--- src/rtl/sarp_pkg.sv ---
// ----------------------------------------------------------------------------
// sarp_pkg: shared types and constants of the servo angle ramp positioner
// Control word layout, microprogram ROM, operation and register codes.
// ----------------------------------------------------------------------------
package sarp_pkg;

  // Field widths of the item fields and configuration registers
  localparam int unsigned ANGLE_W = 17;
  localparam int unsigned SPEED_W = 18;
  localparam int unsigned DMS_W   = 16;
  localparam int unsigned PULSE_W = 16;
  localparam int unsigned OP_W    = 2;
  localparam int unsigned CFG_IDX_W  = 3;
  localparam int unsigned CFG_DATA_W = 17;

  // Operation codes
  localparam logic [OP_W-1:0] OP_SET_ANGLE  = 2'd0;
  localparam logic [OP_W-1:0] OP_SET_TARGET = 2'd1;
  localparam logic [OP_W-1:0] OP_TICK       = 2'd2;
  localparam logic [OP_W-1:0] OP_UNUSED     = 2'd3;

  // Configuration register indexes
  localparam logic [CFG_IDX_W-1:0] REG_MIN_ANGLE   = 3'd0;
  localparam logic [CFG_IDX_W-1:0] REG_MAX_ANGLE   = 3'd1;
  localparam logic [CFG_IDX_W-1:0] REG_OFFSET      = 3'd2;
  localparam logic [CFG_IDX_W-1:0] REG_MIN_PULSE   = 3'd3;
  localparam logic [CFG_IDX_W-1:0] REG_MAX_PULSE   = 3'd4;
  localparam logic [CFG_IDX_W-1:0] REG_PPD         = 3'd5;
  localparam logic [CFG_IDX_W-1:0] REG_INVERTED    = 3'd6;

  // Divide by 1000 as a shift by 3 then a reciprocal multiply for /125.
  // The shifted product stays below 2^31, so a 32-bit reciprocal at 2^38 is exact.
  localparam int unsigned RECIP_PRE   = 3;
  localparam int unsigned RECIP_SHIFT = 38;
  localparam logic [63:0] RECIP_FULL  = ((64'd1 << RECIP_SHIFT) + 64'd124) / 64'd125;
  localparam logic [31:0] RECIP_MUL   = RECIP_FULL[31:0];
  localparam int unsigned PROD_W      = DMS_W + SPEED_W;
  localparam int unsigned QUO_W       = 25;

  // Microprogram actions
  localparam int unsigned ACT_W = 4;
  localparam logic [ACT_W-1:0] ACT_NOP    = 4'd0;
  localparam logic [ACT_W-1:0] ACT_TARGET = 4'd1;
  localparam logic [ACT_W-1:0] ACT_PROD   = 4'd2;
  localparam logic [ACT_W-1:0] ACT_RECIP  = 4'd3;
  localparam logic [ACT_W-1:0] ACT_STEP   = 4'd4;
  localparam logic [ACT_W-1:0] ACT_CLAMP  = 4'd5;
  localparam logic [ACT_W-1:0] ACT_SUM    = 4'd6;
  localparam logic [ACT_W-1:0] ACT_MUL    = 4'd7;
  localparam logic [ACT_W-1:0] ACT_MAP    = 4'd8;
  localparam logic [ACT_W-1:0] ACT_EMIT   = 4'd9;

  // Sequencing kinds
  localparam int unsigned JMP_W = 3;
  localparam logic [JMP_W-1:0] JMP_NEXT     = 3'd0;
  localparam logic [JMP_W-1:0] JMP_GOTO     = 3'd1;
  localparam logic [JMP_W-1:0] JMP_COND     = 3'd2;
  localparam logic [JMP_W-1:0] JMP_DISPATCH = 3'd3;
  localparam logic [JMP_W-1:0] JMP_HOLD     = 3'd4;

  // Jump conditions
  localparam logic COND_SPEED_ZERO = 1'b0;
  localparam logic COND_EQUAL      = 1'b1;

  // Step addresses
  localparam int unsigned STEP_W = 4;
  localparam logic [STEP_W-1:0] STEP_DISPATCH = 4'd0;
  localparam logic [STEP_W-1:0] STEP_TARGET   = 4'd1;
  localparam logic [STEP_W-1:0] STEP_TICK     = 4'd2;
  localparam logic [STEP_W-1:0] STEP_RECIP    = 4'd3;
  localparam logic [STEP_W-1:0] STEP_MOVE     = 4'd4;
  localparam logic [STEP_W-1:0] STEP_CLAMP    = 4'd5;
  localparam logic [STEP_W-1:0] STEP_SUM      = 4'd6;
  localparam logic [STEP_W-1:0] STEP_MUL      = 4'd7;
  localparam logic [STEP_W-1:0] STEP_MAP      = 4'd8;
  localparam logic [STEP_W-1:0] STEP_EMIT     = 4'd9;

  typedef struct packed {
    logic [ACT_W-1:0]  act;
    logic [JMP_W-1:0]  jmp;
    logic              cond;
    logic [STEP_W-1:0] tgt;
  } ctrl_word_t;

  // Datapath status seen by the sequencer
  typedef struct packed {
    logic [OP_W-1:0] op;
    logic            speed_zero;
    logic            angle_equal;
    logic            emit_ok;
  } seq_status_t;

  // Microprogram ROM
  function automatic ctrl_word_t rom(input logic [STEP_W-1:0] pc);
    ctrl_word_t w;
    w = '{act: ACT_EMIT, jmp: JMP_HOLD, cond: COND_SPEED_ZERO, tgt: STEP_EMIT};
    unique case (pc)
      STEP_DISPATCH: w = '{ACT_NOP,    JMP_DISPATCH, COND_SPEED_ZERO, STEP_DISPATCH};
      STEP_TARGET:   w = '{ACT_TARGET, JMP_GOTO,     COND_SPEED_ZERO, STEP_EMIT};
      STEP_TICK:     w = '{ACT_PROD,   JMP_COND,     COND_SPEED_ZERO, STEP_EMIT};
      STEP_RECIP:    w = '{ACT_RECIP,  JMP_NEXT,     COND_SPEED_ZERO, STEP_DISPATCH};
      STEP_MOVE:     w = '{ACT_STEP,   JMP_COND,     COND_EQUAL,      STEP_EMIT};
      STEP_CLAMP:    w = '{ACT_CLAMP,  JMP_NEXT,     COND_SPEED_ZERO, STEP_DISPATCH};
      STEP_SUM:      w = '{ACT_SUM,    JMP_NEXT,     COND_SPEED_ZERO, STEP_DISPATCH};
      STEP_MUL:      w = '{ACT_MUL,    JMP_NEXT,     COND_SPEED_ZERO, STEP_DISPATCH};
      STEP_MAP:      w = '{ACT_MAP,    JMP_NEXT,     COND_SPEED_ZERO, STEP_DISPATCH};
      STEP_EMIT:     w = '{ACT_EMIT,   JMP_HOLD,     COND_SPEED_ZERO, STEP_EMIT};
      default:       w = '{ACT_EMIT,   JMP_HOLD,     COND_SPEED_ZERO, STEP_EMIT};
    endcase
    return w;
  endfunction

  // Entry step of each operation
  function automatic logic [STEP_W-1:0] op_entry(input logic [OP_W-1:0] op);
    logic [STEP_W-1:0] s;
    s = STEP_EMIT;
    unique case (op)
      OP_SET_ANGLE:  s = STEP_CLAMP;
      OP_SET_TARGET: s = STEP_TARGET;
      OP_TICK:       s = STEP_TICK;
      OP_UNUSED:     s = STEP_EMIT;
      default:       s = STEP_EMIT;
    endcase
    return s;
  endfunction

endpackage

--- src/rtl/servo_angle_ramp_pulse.sv ---
// ----------------------------------------------------------------------------
// servo_angle_ramp_pulse: RC servo positioner with slew-rate limited ramp
// Q8.8 angle clamp, pulse compare mapping and tick-driven ramp to a target.
// ----------------------------------------------------------------------------
// Sequencing: one microprogram step per cycle from input transfer to result
//   valid, holding at the emit step while the output register is full.
// Throughput: one item at a time; the next is taken the cycle after the
//   sequencer has parked its result in the output register; the output
//   register holds while downstream stalls.
// Reset: limits and pulse settings return to their defaults, angle, target
//   and speed clear to zero; no output is valid after reset.
// ----------------------------------------------------------------------------
module servo_angle_ramp_pulse #(
  parameter int unsigned FRACTION_BITS = 8
) (
  input  logic        clk_i,
  input  logic        rst_ni,
  // tuser: operation[1:0]
  input  logic [1:0]  s_axis_tuser,
  // tdata: angle_value[16:0], speed_value[34:17], delta_ms[50:35], zero fill
  input  logic [55:0] s_axis_tdata,
  input  logic        s_axis_tvalid,
  output logic        s_axis_tready,
  // tuser: compare_written[0], reached[1]
  output logic [1:0]  m_axis_tuser,
  // tdata: compare_value[15:0], current_angle[32:16], zero fill
  output logic [39:0] m_axis_tdata,
  output logic        m_axis_tvalid,
  input  logic        m_axis_tready,
  // configuration write channel
  input  logic                              cfg_valid_i,
  output logic                              cfg_ready_o,
  input  logic [sarp_pkg::CFG_IDX_W-1:0]    cfg_index_i,
  input  logic [sarp_pkg::CFG_DATA_W-1:0]   cfg_data_i
);

  localparam int unsigned AW   = sarp_pkg::ANGLE_W;
  localparam int unsigned ARGW = 27;  // angle plus or minus a full step
  localparam int unsigned SUMW = AW + 1;
  localparam int unsigned MULW = SUMW + sarp_pkg::PULSE_W + 1;
  localparam int unsigned TW   = MULW + 2;
  localparam int unsigned PW   = sarp_pkg::PULSE_W;

  // Configuration registers
  logic signed [AW-1:0] min_angle_q, max_angle_q, offset_q;
  logic [PW-1:0]        min_pulse_q, max_pulse_q, ppd_q;
  logic                 inverted_q;

  // Ramp state
  logic signed [AW-1:0]              angle_now_q, goal_q;
  logic [sarp_pkg::SPEED_W-1:0]      speed_q;

  // Item and datapath registers
  logic [sarp_pkg::OP_W-1:0]         op_q;
  logic [sarp_pkg::SPEED_W-1:0]      spd_in_q;
  logic [sarp_pkg::DMS_W-1:0]        dms_q;
  logic signed [ARGW-1:0]            arg_q;
  logic signed [SUMW-1:0]            sum_q;
  logic signed [MULW-1:0]            mul_q;
  logic [sarp_pkg::PROD_W-1:0]       prod_q;
  logic [sarp_pkg::QUO_W-1:0]        quo_q;
  logic [PW-1:0]                     cmp_q;
  logic                              written_q, reached_q;

  // Output register
  logic                              out_valid_q;
  logic [PW-1:0]                     out_cmp_q;
  logic                              out_wr_q, out_reached_q;
  logic signed [AW-1:0]              out_angle_q;

  // Control
  logic                              in_xfer, busy, emit_ok, emit_go;
  logic [sarp_pkg::ACT_W-1:0]        act;
  sarp_pkg::seq_status_t             status;

  assign in_xfer       = s_axis_tvalid && s_axis_tready;
  assign s_axis_tready = !busy;
  assign emit_ok       = !out_valid_q || m_axis_tready;
  assign emit_go       = (act == sarp_pkg::ACT_EMIT) && emit_ok;

  assign status.op          = op_q;
  assign status.speed_zero  = (speed_q == '0);
  assign status.angle_equal = (angle_now_q == goal_q);
  assign status.emit_ok     = emit_ok;

  sarp_seq u_seq (
    .clk_i   (clk_i),
    .rst_ni  (rst_ni),
    .start_i (in_xfer),
    .status_i(status),
    .busy_o  (busy),
    .act_o   (act)
  );

  // Configuration writes, always accepted
  assign cfg_ready_o = 1'b1;

  always_ff @(posedge clk_i or negedge rst_ni) begin
    if (!rst_ni) begin
      min_angle_q <= '0;
      max_angle_q <= 17'sd46080;
      offset_q    <= '0;
      min_pulse_q <= 16'd500;
      max_pulse_q <= 16'd2500;
      ppd_q       <= 16'd11;
      inverted_q  <= 1'b0;
    end else if (cfg_valid_i && cfg_ready_o) begin
      unique case (cfg_index_i)
        sarp_pkg::REG_MIN_ANGLE: min_angle_q <= $signed(cfg_data_i);
        sarp_pkg::REG_MAX_ANGLE: max_angle_q <= $signed(cfg_data_i);
        sarp_pkg::REG_OFFSET:    offset_q    <= $signed(cfg_data_i);
        sarp_pkg::REG_MIN_PULSE: min_pulse_q <= cfg_data_i[PW-1:0];
        sarp_pkg::REG_MAX_PULSE: max_pulse_q <= cfg_data_i[PW-1:0];
        sarp_pkg::REG_PPD:       ppd_q       <= cfg_data_i[PW-1:0];
        sarp_pkg::REG_INVERTED:  inverted_q  <= cfg_data_i[0];
        default: ;
      endcase
    end
  end

  // Clamp of the pending argument to the angle limits
  logic signed [ARGW-1:0] max_ext, min_ext;
  logic signed [AW-1:0]   clamp_val;
  assign max_ext = ARGW'(max_angle_q);
  assign min_ext = ARGW'(min_angle_q);
  always_comb begin
    if (arg_q > max_ext)      clamp_val = max_angle_q;
    else if (arg_q < min_ext) clamp_val = min_angle_q;
    else                      clamp_val = arg_q[AW-1:0];
  end

  // Target clamp, tested on angle plus offset
  logic signed [AW-1:0]   tgt_in;
  logic signed [SUMW-1:0] tgt_sum;
  logic signed [AW-1:0]   tgt_val;
  assign tgt_in  = arg_q[AW-1:0];
  assign tgt_sum = SUMW'(tgt_in) + SUMW'(offset_q);
  always_comb begin
    if (tgt_sum > SUMW'(max_angle_q))      tgt_val = max_angle_q;
    else if (tgt_sum < SUMW'(min_angle_q)) tgt_val = min_angle_q;
    else                                   tgt_val = tgt_in;
  end

  // Step of the ramp toward the goal
  logic signed [ARGW-1:0] now_ext, goal_ext, dlt_ext, cand_dn, cand_up;
  logic                   move_down, arrive;
  assign now_ext   = ARGW'(angle_now_q);
  assign goal_ext  = ARGW'(goal_q);
  assign dlt_ext   = $signed({{(ARGW - sarp_pkg::QUO_W){1'b0}}, quo_q});
  assign cand_dn   = now_ext - dlt_ext;
  assign cand_up   = now_ext + dlt_ext;
  assign move_down = angle_now_q > goal_q;
  assign arrive    = move_down ? (cand_dn <= goal_ext) : (cand_up >= goal_ext);

  // Divide the elapsed product by 1000
  logic [63 - 1:0] recip_prod;
  assign recip_prod = 63'(prod_q[sarp_pkg::PROD_W-1:sarp_pkg::RECIP_PRE])
                    * 63'(sarp_pkg::RECIP_MUL);

  // Pulse mapping, floor to whole ticks, clamp to the pulse limits
  logic signed [TW-1:0] base_s, t_s, p_s, pmax_s, pmin_s;
  logic [PW-1:0]        map_val;
  assign base_s = TW'($signed({1'b0, inverted_q ? max_pulse_q : min_pulse_q}))
                  <<< FRACTION_BITS;
  assign t_s    = inverted_q ? base_s - TW'(mul_q) : base_s + TW'(mul_q);
  assign p_s    = t_s >>> FRACTION_BITS;
  assign pmax_s = TW'($signed({1'b0, max_pulse_q}));
  assign pmin_s = TW'($signed({1'b0, min_pulse_q}));
  always_comb begin
    if (p_s > pmax_s)      map_val = max_pulse_q;
    else if (p_s < pmin_s) map_val = min_pulse_q;
    else                   map_val = p_s[PW-1:0];
  end

  // Ramp state updates
  always_ff @(posedge clk_i or negedge rst_ni) begin
    if (!rst_ni) begin
      angle_now_q <= '0;
      goal_q      <= '0;
      speed_q     <= '0;
    end else begin
      if (act == sarp_pkg::ACT_CLAMP) angle_now_q <= clamp_val;
      if (act == sarp_pkg::ACT_TARGET) begin
        goal_q  <= tgt_val;
        speed_q <= spd_in_q;
      end
      if (act == sarp_pkg::ACT_STEP && !status.angle_equal && arrive) speed_q <= '0;
    end
  end

  // Item capture and datapath steps
  always_ff @(posedge clk_i) begin
    if (in_xfer) begin
      op_q      <= s_axis_tuser;
      arg_q     <= ARGW'($signed(s_axis_tdata[16:0]));
      spd_in_q  <= s_axis_tdata[34:17];
      dms_q     <= s_axis_tdata[50:35];
      cmp_q     <= '0;
      written_q <= 1'b0;
      reached_q <= 1'b0;
    end else begin
      case (act)
        sarp_pkg::ACT_PROD:
          prod_q <= sarp_pkg::PROD_W'(dms_q) * sarp_pkg::PROD_W'(speed_q);
        sarp_pkg::ACT_RECIP:
          quo_q <= recip_prod[sarp_pkg::RECIP_SHIFT +: sarp_pkg::QUO_W];
        sarp_pkg::ACT_STEP: begin
          if (status.angle_equal) begin
            reached_q <= 1'b1;
          end else if (arrive) begin
            arg_q     <= goal_ext;
            reached_q <= 1'b1;
          end else begin
            arg_q <= move_down ? cand_dn : cand_up;
          end
        end
        sarp_pkg::ACT_SUM:
          sum_q <= SUMW'(angle_now_q) + SUMW'(offset_q);
        sarp_pkg::ACT_MUL:
          mul_q <= $signed({1'b0, ppd_q}) * sum_q;
        sarp_pkg::ACT_MAP: begin
          cmp_q     <= map_val;
          written_q <= 1'b1;
        end
        default: ;
      endcase
    end
  end

  // Output register: load on emit, drop on transfer
  always_ff @(posedge clk_i or negedge rst_ni) begin
    if (!rst_ni) begin
      out_valid_q <= 1'b0;
    end else if (emit_go) begin
      out_valid_q <= 1'b1;
    end else if (m_axis_tready) begin
      out_valid_q <= 1'b0;
    end
  end

  always_ff @(posedge clk_i) begin
    if (emit_go) begin
      out_cmp_q     <= cmp_q;
      out_wr_q      <= written_q;
      out_reached_q <= reached_q;
      out_angle_q   <= angle_now_q;
    end
  end

  assign m_axis_tvalid = out_valid_q;
  assign m_axis_tdata  = {7'b0, out_angle_q, out_cmp_q};
  assign m_axis_tuser  = {out_reached_q, out_wr_q};

  // Checks
  a_emit_valid: assert property (@(posedge clk_i) disable iff (!rst_ni)
    emit_go |=> m_axis_tvalid)
    else $error("emitted result not presented");

  a_no_write_zero: assert property (@(posedge clk_i) disable iff (!rst_ni)
    (m_axis_tvalid && !out_wr_q) |-> out_cmp_q == '0)
    else $error("compare value set without a write");

  a_idle_no_work: assert property (@(posedge clk_i) disable iff (!rst_ni)
    s_axis_tready |-> act == sarp_pkg::ACT_NOP)
    else $error("datapath active while accepting an item");

endmodule

--- src/rtl/sarp_seq.sv ---
// ----------------------------------------------------------------------------
// sarp_seq: microprogram sequencer
// Step counter over the control ROM with conditional jumps and dispatch.
// ----------------------------------------------------------------------------
module sarp_seq (
  input  logic                             clk_i,
  input  logic                             rst_ni,
  input  logic                             start_i,
  input  sarp_pkg::seq_status_t            status_i,
  output logic                             busy_o,
  output logic [sarp_pkg::ACT_W-1:0]       act_o
);

  logic [sarp_pkg::STEP_W-1:0] pc_q, pc_d;
  logic                        busy_q, busy_d;
  sarp_pkg::ctrl_word_t        word;
  logic                        cond_hit;

  // Decode the current control word
  assign word     = sarp_pkg::rom(pc_q);
  assign cond_hit = (word.cond == sarp_pkg::COND_EQUAL) ? status_i.angle_equal
                                                        : status_i.speed_zero;

  // Select the next step
  always_comb begin
    pc_d   = pc_q;
    busy_d = busy_q;
    if (!busy_q) begin
      if (start_i) begin
        pc_d   = sarp_pkg::STEP_DISPATCH;
        busy_d = 1'b1;
      end
    end else begin
      unique case (word.jmp)
        sarp_pkg::JMP_NEXT:     pc_d = pc_q + 1'b1;
        sarp_pkg::JMP_GOTO:     pc_d = word.tgt;
        sarp_pkg::JMP_COND:     pc_d = cond_hit ? word.tgt : pc_q + 1'b1;
        sarp_pkg::JMP_DISPATCH: pc_d = sarp_pkg::op_entry(status_i.op);
        sarp_pkg::JMP_HOLD: begin
          if (status_i.emit_ok) begin
            pc_d   = sarp_pkg::STEP_DISPATCH;
            busy_d = 1'b0;
          end
        end
        default: begin
          pc_d   = sarp_pkg::STEP_DISPATCH;
          busy_d = 1'b0;
        end
      endcase
    end
  end

  always_ff @(posedge clk_i or negedge rst_ni) begin
    if (!rst_ni) begin
      pc_q   <= sarp_pkg::STEP_DISPATCH;
      busy_q <= 1'b0;
    end else begin
      pc_q   <= pc_d;
      busy_q <= busy_d;
    end
  end

  assign busy_o = busy_q;
  assign act_o  = busy_q ? word.act : sarp_pkg::ACT_NOP;

  // Checks
  a_pc_idle: assert property (@(posedge clk_i) disable iff (!rst_ni)
    !busy_q |-> pc_q == sarp_pkg::STEP_DISPATCH)
    else $error("step counter left home while idle");

  a_pc_range: assert property (@(posedge clk_i) disable iff (!rst_ni)
    busy_q |-> pc_q <= sarp_pkg::STEP_EMIT)
    else $error("step counter beyond the program");

  a_start_dispatch: assert property (@(posedge clk_i) disable iff (!rst_ni)
    (!busy_q && start_i) |=> (busy_q && pc_q == sarp_pkg::STEP_DISPATCH))
    else $error("accepted item did not enter dispatch");

endmodule

--- config.mk ---
export PLATFORM = sky130hd
export DESIGN_NAME = servo_angle_ramp_pulse
export DESIGN_NICKNAME = d
export VERILOG_FILES = /design/src/rtl/sarp_pkg.sv /design/src/rtl/servo_angle_ramp_pulse.sv /design/src/rtl/sarp_seq.sv
export SDC_FILE = /design/constraint.sdc
export NUM_CORES = 2
export LEC_CHECK = 0
export ABC_AREA = 1
export BUFFER_PORTS_ARGS = -buffer_cell sky130_fd_sc_hd__clkbuf_2
export CAP_MARGIN = 15
export CORE_UTILIZATION = 50
export CTS_CLUSTER_SIZE = 14
export DETAILED_ROUTE_END_ITERATION = 7
export GPL_ROUTABILITY_DRIVEN = 0
export GPL_TIMING_DRIVEN = 1
export PLACE_DENSITY = 0.68
export SYNTH_ARGS = -nofsm -noshare
export SYNTH_HDL_FRONTEND = slang
export SYNTH_SLANG_ARGS = --single-unit
--- constraint.sdc ---
create_clock -name clk_i -period 6 [get_ports clk_i]
set_input_delay 1.8 -clock clk_i [delete_from_list [all_inputs] [get_ports clk_i]]
set_output_delay 1.8 -clock clk_i [all_outputs]
set_load 0.02 [all_outputs]
### Word-level counts from Yosys, hierarchy flattened

Memory sizes are Yosys's and may differ from the RTL's.
Cells that the tools add are included.

| cells by class | value |
|---|---|
| add/subtract/negate cells | 7 |
| $mul | 3 |
| $lt $le $gt $ge | 9 |
| equal/unequal tests | 25 |
| mux-type cells | 32 |
| bitwise gates (word level) | 1 |
| reduce and logical (&&, ||, !) cells | 32 |

Operators with widths:

| cell | count |
|---|---|
| 27-bit two-way mux | 5 |
| 17-bit two-way mux | 4 |
| 31-bit by 29-bit multiplier with 60-bit output, second input constant | 1 |
| 16-bit two-way mux | 3 |
| 37-bit two-way mux | 1 |
| 17-bit by 17-bit adder with 18-bit output | 2 |
| 25-bit by 35-bit adder with 36-bit output | 1 |
| 18-bit two-way mux | 2 |
| 25-bit by 35-bit subtractor with 36-bit output | 1 |
| 17-bit by 18-bit multiplier with 35-bit output | 1 |
| 16-bit by 18-bit multiplier with 34-bit output | 1 |
| 29-bit by 17-bit > comparator with 1-bit output | 1 |
| 29-bit by 17-bit less-than comparator with 1-bit output | 1 |
| 2-bit AND reduction | 14 |
| 17-bit by 26-bit adder with 27-bit output | 1 |
| 27-bit by 17-bit greater-or-equal comparator with 1-bit output | 1 |
| 27-bit by 17-bit > comparator with 1-bit output | 1 |
| 27-bit by 17-bit less-or-equal comparator with 1-bit output | 1 |
| 27-bit by 17-bit less-than comparator with 1-bit output | 1 |
| 17-bit by 26-bit subtractor with 27-bit output | 1 |
| 4-bit two-way mux | 5 |
| 4-bit one-hot mux with 5 select lines | 1 |
| 18-bit by 17-bit > comparator with 1-bit output | 1 |
| 18-bit zero test | 1 |
| other kinds (26) | 57 |

| word-level totals | value |
|---|---|
| flip-flop bits (word level) | 386 |
| bits in read-only memories | 160 |
| input port bits | 83 |
| word-level logic and storage cells | 138 |
| memories kept | 1 |

Memory list:

| name | depth | width | rd ports | clocked after Yosys merged registers in | wr ports | RTL line | text |
|---|---|---|---|---|---|---|---|
| (name not given) | 16 | 10 | 1 | 0 | 0 | sarp_pkg.sv:97 | `unique case (pc)` |

### Longest topological paths before layout

| logic depth | value |
|---|---|
| depth in word-level cells | 7 |
| depth in mapped cells | 36 |
| depth with buffers taken out | 32 |

### Cells and area by module

A second synthesis with hierarchy kept.

| unflattened totals | value |
|---|---|
| cell total of the unflattened synthesis | 7,680 |
| area, all modules | 62,317.3 um^2 |

Modules (own cells, without submodules):

| module | times used | cells each | area an instance (um^2) |
|---|---|---|---|
| servo_angle_ramp_pulse | 1 | 7,586 | 61,707.9 |
| sarp_seq | 1 | 94 | 609.3 |

### Worst setup path after synthesis

OpenSTA, ideal clock, no wires.

| path | value |
|---|---|
| kind | reg-to-reg |
| from | register prod_q[22] (netlist bit) |
| to | register quo_q[20] (netlist bit), data pin |
| arrival time | 6.019 ns |
| data required time | 5.740 ns |
| slack | -0.279 ns |
| stages on the path, launching flop included | 29 |
| clock period less this slack | 6.279 ns |
| path through | edfxtp_1 > ha_1 > fa_1 > fa_1 > inv_1 > fa_1 > inv_1 > fa_1 > inv_1 > fa_1 > inv_1 > fa_1 > inv_1 > fa_1 > inv_1 > ha_1 > nand2_1 > nor2_1 > o21ai_0 > o211ai_1 > a31oi_1 > nand3_1 > nand2_1 > o211ai_1 > a21boi_0 > inv_1 > nand2_1 > nand2_1 > xor2_1 |

| between the ends | value |
|---|---|
| cells in the longest elaborated chain, start to end | 1 |

Ends and longest elaborated chain:

| element | RTL line | text |
|---|---|---|
| start: declaration | servo_angle_ramp_pulse.sv:60 | `logic [sarp_pkg::PROD_W-1:0] prod_q;` |
| start signal: assignment | servo_angle_ramp_pulse.sv:204 | `prod_q <= sarp_pkg::PROD_W'(dms_q) * sarp_pkg::PROD_W'(speed_q);` |
| 31-bit by 29-bit multiplier with 60-bit output | servo_angle_ramp_pulse.sv:158 | `* 63'(sarp_pkg::RECIP_MUL);` |
| net recip_prod[58] | servo_angle_ramp_pulse.sv:156 | `logic [63 - 1:0] recip_prod;` |
| end signal: assignment | servo_angle_ramp_pulse.sv:206 | `quo_q <= recip_prod[sarp_pkg::RECIP_SHIFT +: sarp_pkg::QUO_W];` |
| end: declaration | servo_angle_ramp_pulse.sv:61 | `logic [sarp_pkg::QUO_W-1:0] quo_q;` |

The timed path passes the listed nets, and every way through them passes these cells.
A chain may end at the register's enable or synchronous reset.

### Worst setup path in the final report

Same ends and word-level chain as after synthesis.

==> results.sh <==
export IMPL_outcome="finished, violations left"
export IMPL_violations="DRC, setup timing"
export IMPL_drtIter0Drc=4240
export IMPL_port_buffers=114
export IMPL_yosysSeqAreaShare_pct=16.8
export IMPL_synth_area_leader_cell="fa_1"
export IMPL_drtPass1Iterations=8
export IMPL_max_freq_ghz=0.153
export IMPL_rsz0062_at_grt="true"
export IMPL_wire_per_inst_um=18.6
export IMPL_worst_slew_pin_slew_ns=1.14
export IMPL_dieArea_sq_um=127000
export IMPL_crit_fanout=4
export IMPL_cts_inserted_buffers=48
export IMPL_crit_buf_inv=8
export IMPL_synth_distinct_cells=67
export IMPL_grt_pass1_vias=54500
export IMPL_fin_skew_ns=0.0453
export IMPL_overflow=0
export IMPL_grt_max_degree=95
export IMPL_clock_path_buffers=3
export IMPL_yosys_most_used_dff="edfxtp_1"
export IMPL_cp_end_kind="flip-flop"
export IMPL_synthTopCellsByArea="fa_1, ha_1, inv_1, edfxtp_1, nand2_1"
export IMPL_routed_wl_mm=185
export IMPL_syn_to_final_growth_pct=16.5
export IMPL_die_w_um=356
export IMPL_antenna_found_initial=4
export IMPL_start_kind="flip-flop"
export IMPL_cts_sinks=383
export IMPL_path_common_cell="fa_1"
export IMPL_grt_usage_pct=29.1
export IMPL_setup_violations=25
export IMPL_layout_nets=10000
export IMPL_critPathRequiredTime_ns=6.38
export IMPL_post_synth_cell_area_avg_sq_um=8.10
export IMPL_slowest_stage="fa_1"
export IMPL_antenna_left=0
export IMPL_rows=129
export IMPL_initial_core_util_pct=50.5
export IMPL_slew_viol_final=0
export IMPL_cap_violations=0
export IMPL_viasPerCell=5.34
export IMPL_crit_type="flip-flop to flip-flop"
export IMPL_synthArstFlopShare_pct=41.3
export IMPL_synth_edf_count=207
export IMPL_seq_area_sq_um=10600
export IMPL_hold_slack_ns=0.433
export IMPL_io_pins=128
export IMPL_critPathTopFamily="adder cells"
export IMPL_core_sq_um=124000
export IMPL_cts_tree="done"
export IMPL_synthCells=7742
export IMPL_clock_root_buffer="clkbuf_16"
export IMPL_hpwl_mm=151
export IMPL_syn_area_sq_um=62700
export IMPL_yosysTopAreaCellShare_pct=25.8
export IMPL_setup_slack_ns=-0.547
export IMPL_drive_above_1_share_pct=15.2
export IMPL_maxSlewHeadroom_pct=23.7
export IMPL_htreeDepth=2
export IMPL_clock_latency_ns=0.66
export IMPL_finalHoldViolations=0
export IMPL_vias=53200
export IMPL_period_share_pct=109
export IMPL_ys_ff_latch=383
export IMPL_ys_warn_count=0
export IMPL_multi_input_area_sq_um=45800
export IMPL_die_y_um=356
export IMPL_hold_class="flip-flop to flip-flop"
export IMPL_fin_crit_ns=6.55
export IMPL_drc_errors=10
export IMPL_clk_pin_slew_ns=0.06
export IMPL_grt_pass1_wl_mm=291
export IMPL_fillers=10600
export IMPL_slowest_delay_ns=0.53
export IMPL_worstPathArrival_ns=6.93
[area by class of cell]
class                   count  share of cell area [%]
clock buffers              61                    1.84
repair buffers            720                    7.80
flip-flops and latches    383                    14.5
inverters                1931                    9.93
clock inverters            29                   0.438
well taps                1637                    2.80
multi-input cells        5183                    62.7
diodes                      2                 0.00685
[path summary, 6_finish.rpt]
check / endpoint / depth (start not counted) / slack (ns) / startpoint
max reg2reg: quo_q[20]$_DFFE_PP_ / 29 / -0.55 / prod_q[22]$_DFFE_PP_
min in group asynchronous: min_pulse_q[12]$_DFFE_PN0P_ / 1 / 1.22 / rst_ni
max in group asynchronous: speed_q[12]$_DFFE_PN0P_ / 2 / 3.63 / rst_ni
max: quo_q[20]$_DFFE_PP_ / 29 / -0.55 / prod_q[22]$_DFFE_PP_
min reg2reg: out_cmp_q[15]$_DFFE_PP_ / 0 / 0.43 / cmp_q[15]$_SDFFE_PP0N_
min: out_cmp_q[15]$_DFFE_PP_ / 0 / 0.43 / cmp_q[15]$_SDFFE_PP0N_
[flip-flops by register name (all words and copies together) (netlist names), 2 cells and up]
register,flops
angle_now_q,17
min_angle_q,17
min_pulse_q,16
u_seq.pc_q,4
goal_q,17
out_cmp_q,16
op_q,2
max_pulse_q,16
sum_q,18
mul_q,35
arg_q,27
offset_q,17
spd_in_q,18
ppd_q,16
max_angle_q,17
quo_q,25
speed_q,18
dms_q,16
prod_q,31
out_angle_q,17
cmp_q,16
[through the flow]
stage	utilization (%)	TNS [ns]	std cells	setup WS, ns	instance area (sq um)
6_report	58.9	-8.83	9946	-0.547	73100
5_1_grt	58.9	-13.97	9946	-0.678	73100
4_1_cts	57.7	-5.36	9898	-0.340	71600
3_5_place_dp	55.0	-12.01	9733	-0.622	68300
3_3_place_gp	55.0	-10.53	9733	-0.567	68300
2_1_floorplan	-	-0.139	7748	-0.110	62800
[cells by family after synthesis]
logic type / share of synthesized area (%)
simple gates: 15.5
other cells: 0.0120
xor+xnor: 2.65
compound gates: 8.37
flops: 16.8
buf+inv: 13.2
fa+ha+maj: 43.4
[cells in the mapped netlist, types with 25 or more instances]
| cell | n |
|---|---|
| inv_1 | 1902 |
| nand2_1 | 1607 |
| clkbuf_1 | 191 |
| nand4_1 | 42 |
| a31oi_1 | 33 |
| edfxtp_1 | 207 |
| ha_1 | 884 |
| o21ai_0 | 332 |
| nor2_1 | 299 |
| nor3_1 | 55 |
| nor4_1 | 25 |
| xor2_1 | 143 |
| nand3_1 | 226 |
| o211ai_1 | 44 |
| dfrtp_1 | 140 |
| xnor2_1 | 47 |
| a21oi_1 | 397 |
| fa_1 | 807 |
[cells in the final DEF (no fill, tap or decap), drive strengths merged, types with 140 or more instances in the layout]
master,count
inv,1930
o21ai,340
clkbuf,176
nor2,318
edfxtp,207
xor2,143
dfrtp,140
buf,605
ha,884
nand2,1629
nand3,241
a21oi,412
fa,807
[what timing repair did]
action                                  4_1_cts  5_1_grt
setup buffers                                76       49
pin swaps                                    66       94
endpoints found under the setup margin       38       49
hold buffers                                  0        0
gates resized for setup                     195      226
cloned                                        0        1
[layer usage]
layer  vias to the layer above  wire [um]  track usage (%)
li1                      24900          -                -
met1                     25700      74300             37.3
met2                      2059      87500             49.1
met3                       470      13500             4.42
met4                         0       9320             12.4
met5                         -          0                0
[worst register-to-register path, delay by kind of cell, from the launching register on]
family	cells	cell delay [ns]
buffers and inverters	8	0.56
DFF	1	0.49
AOI/OAI and AO/OA	5	0.80
xor gates and xnor gates	1	0.14
and+or+nand+nor	6	0.48
adders and majority gates	9	3.83
Power is not shown: default switching activity piles up to over one toggle a cycle in this logic, so the estimate is an artifact.
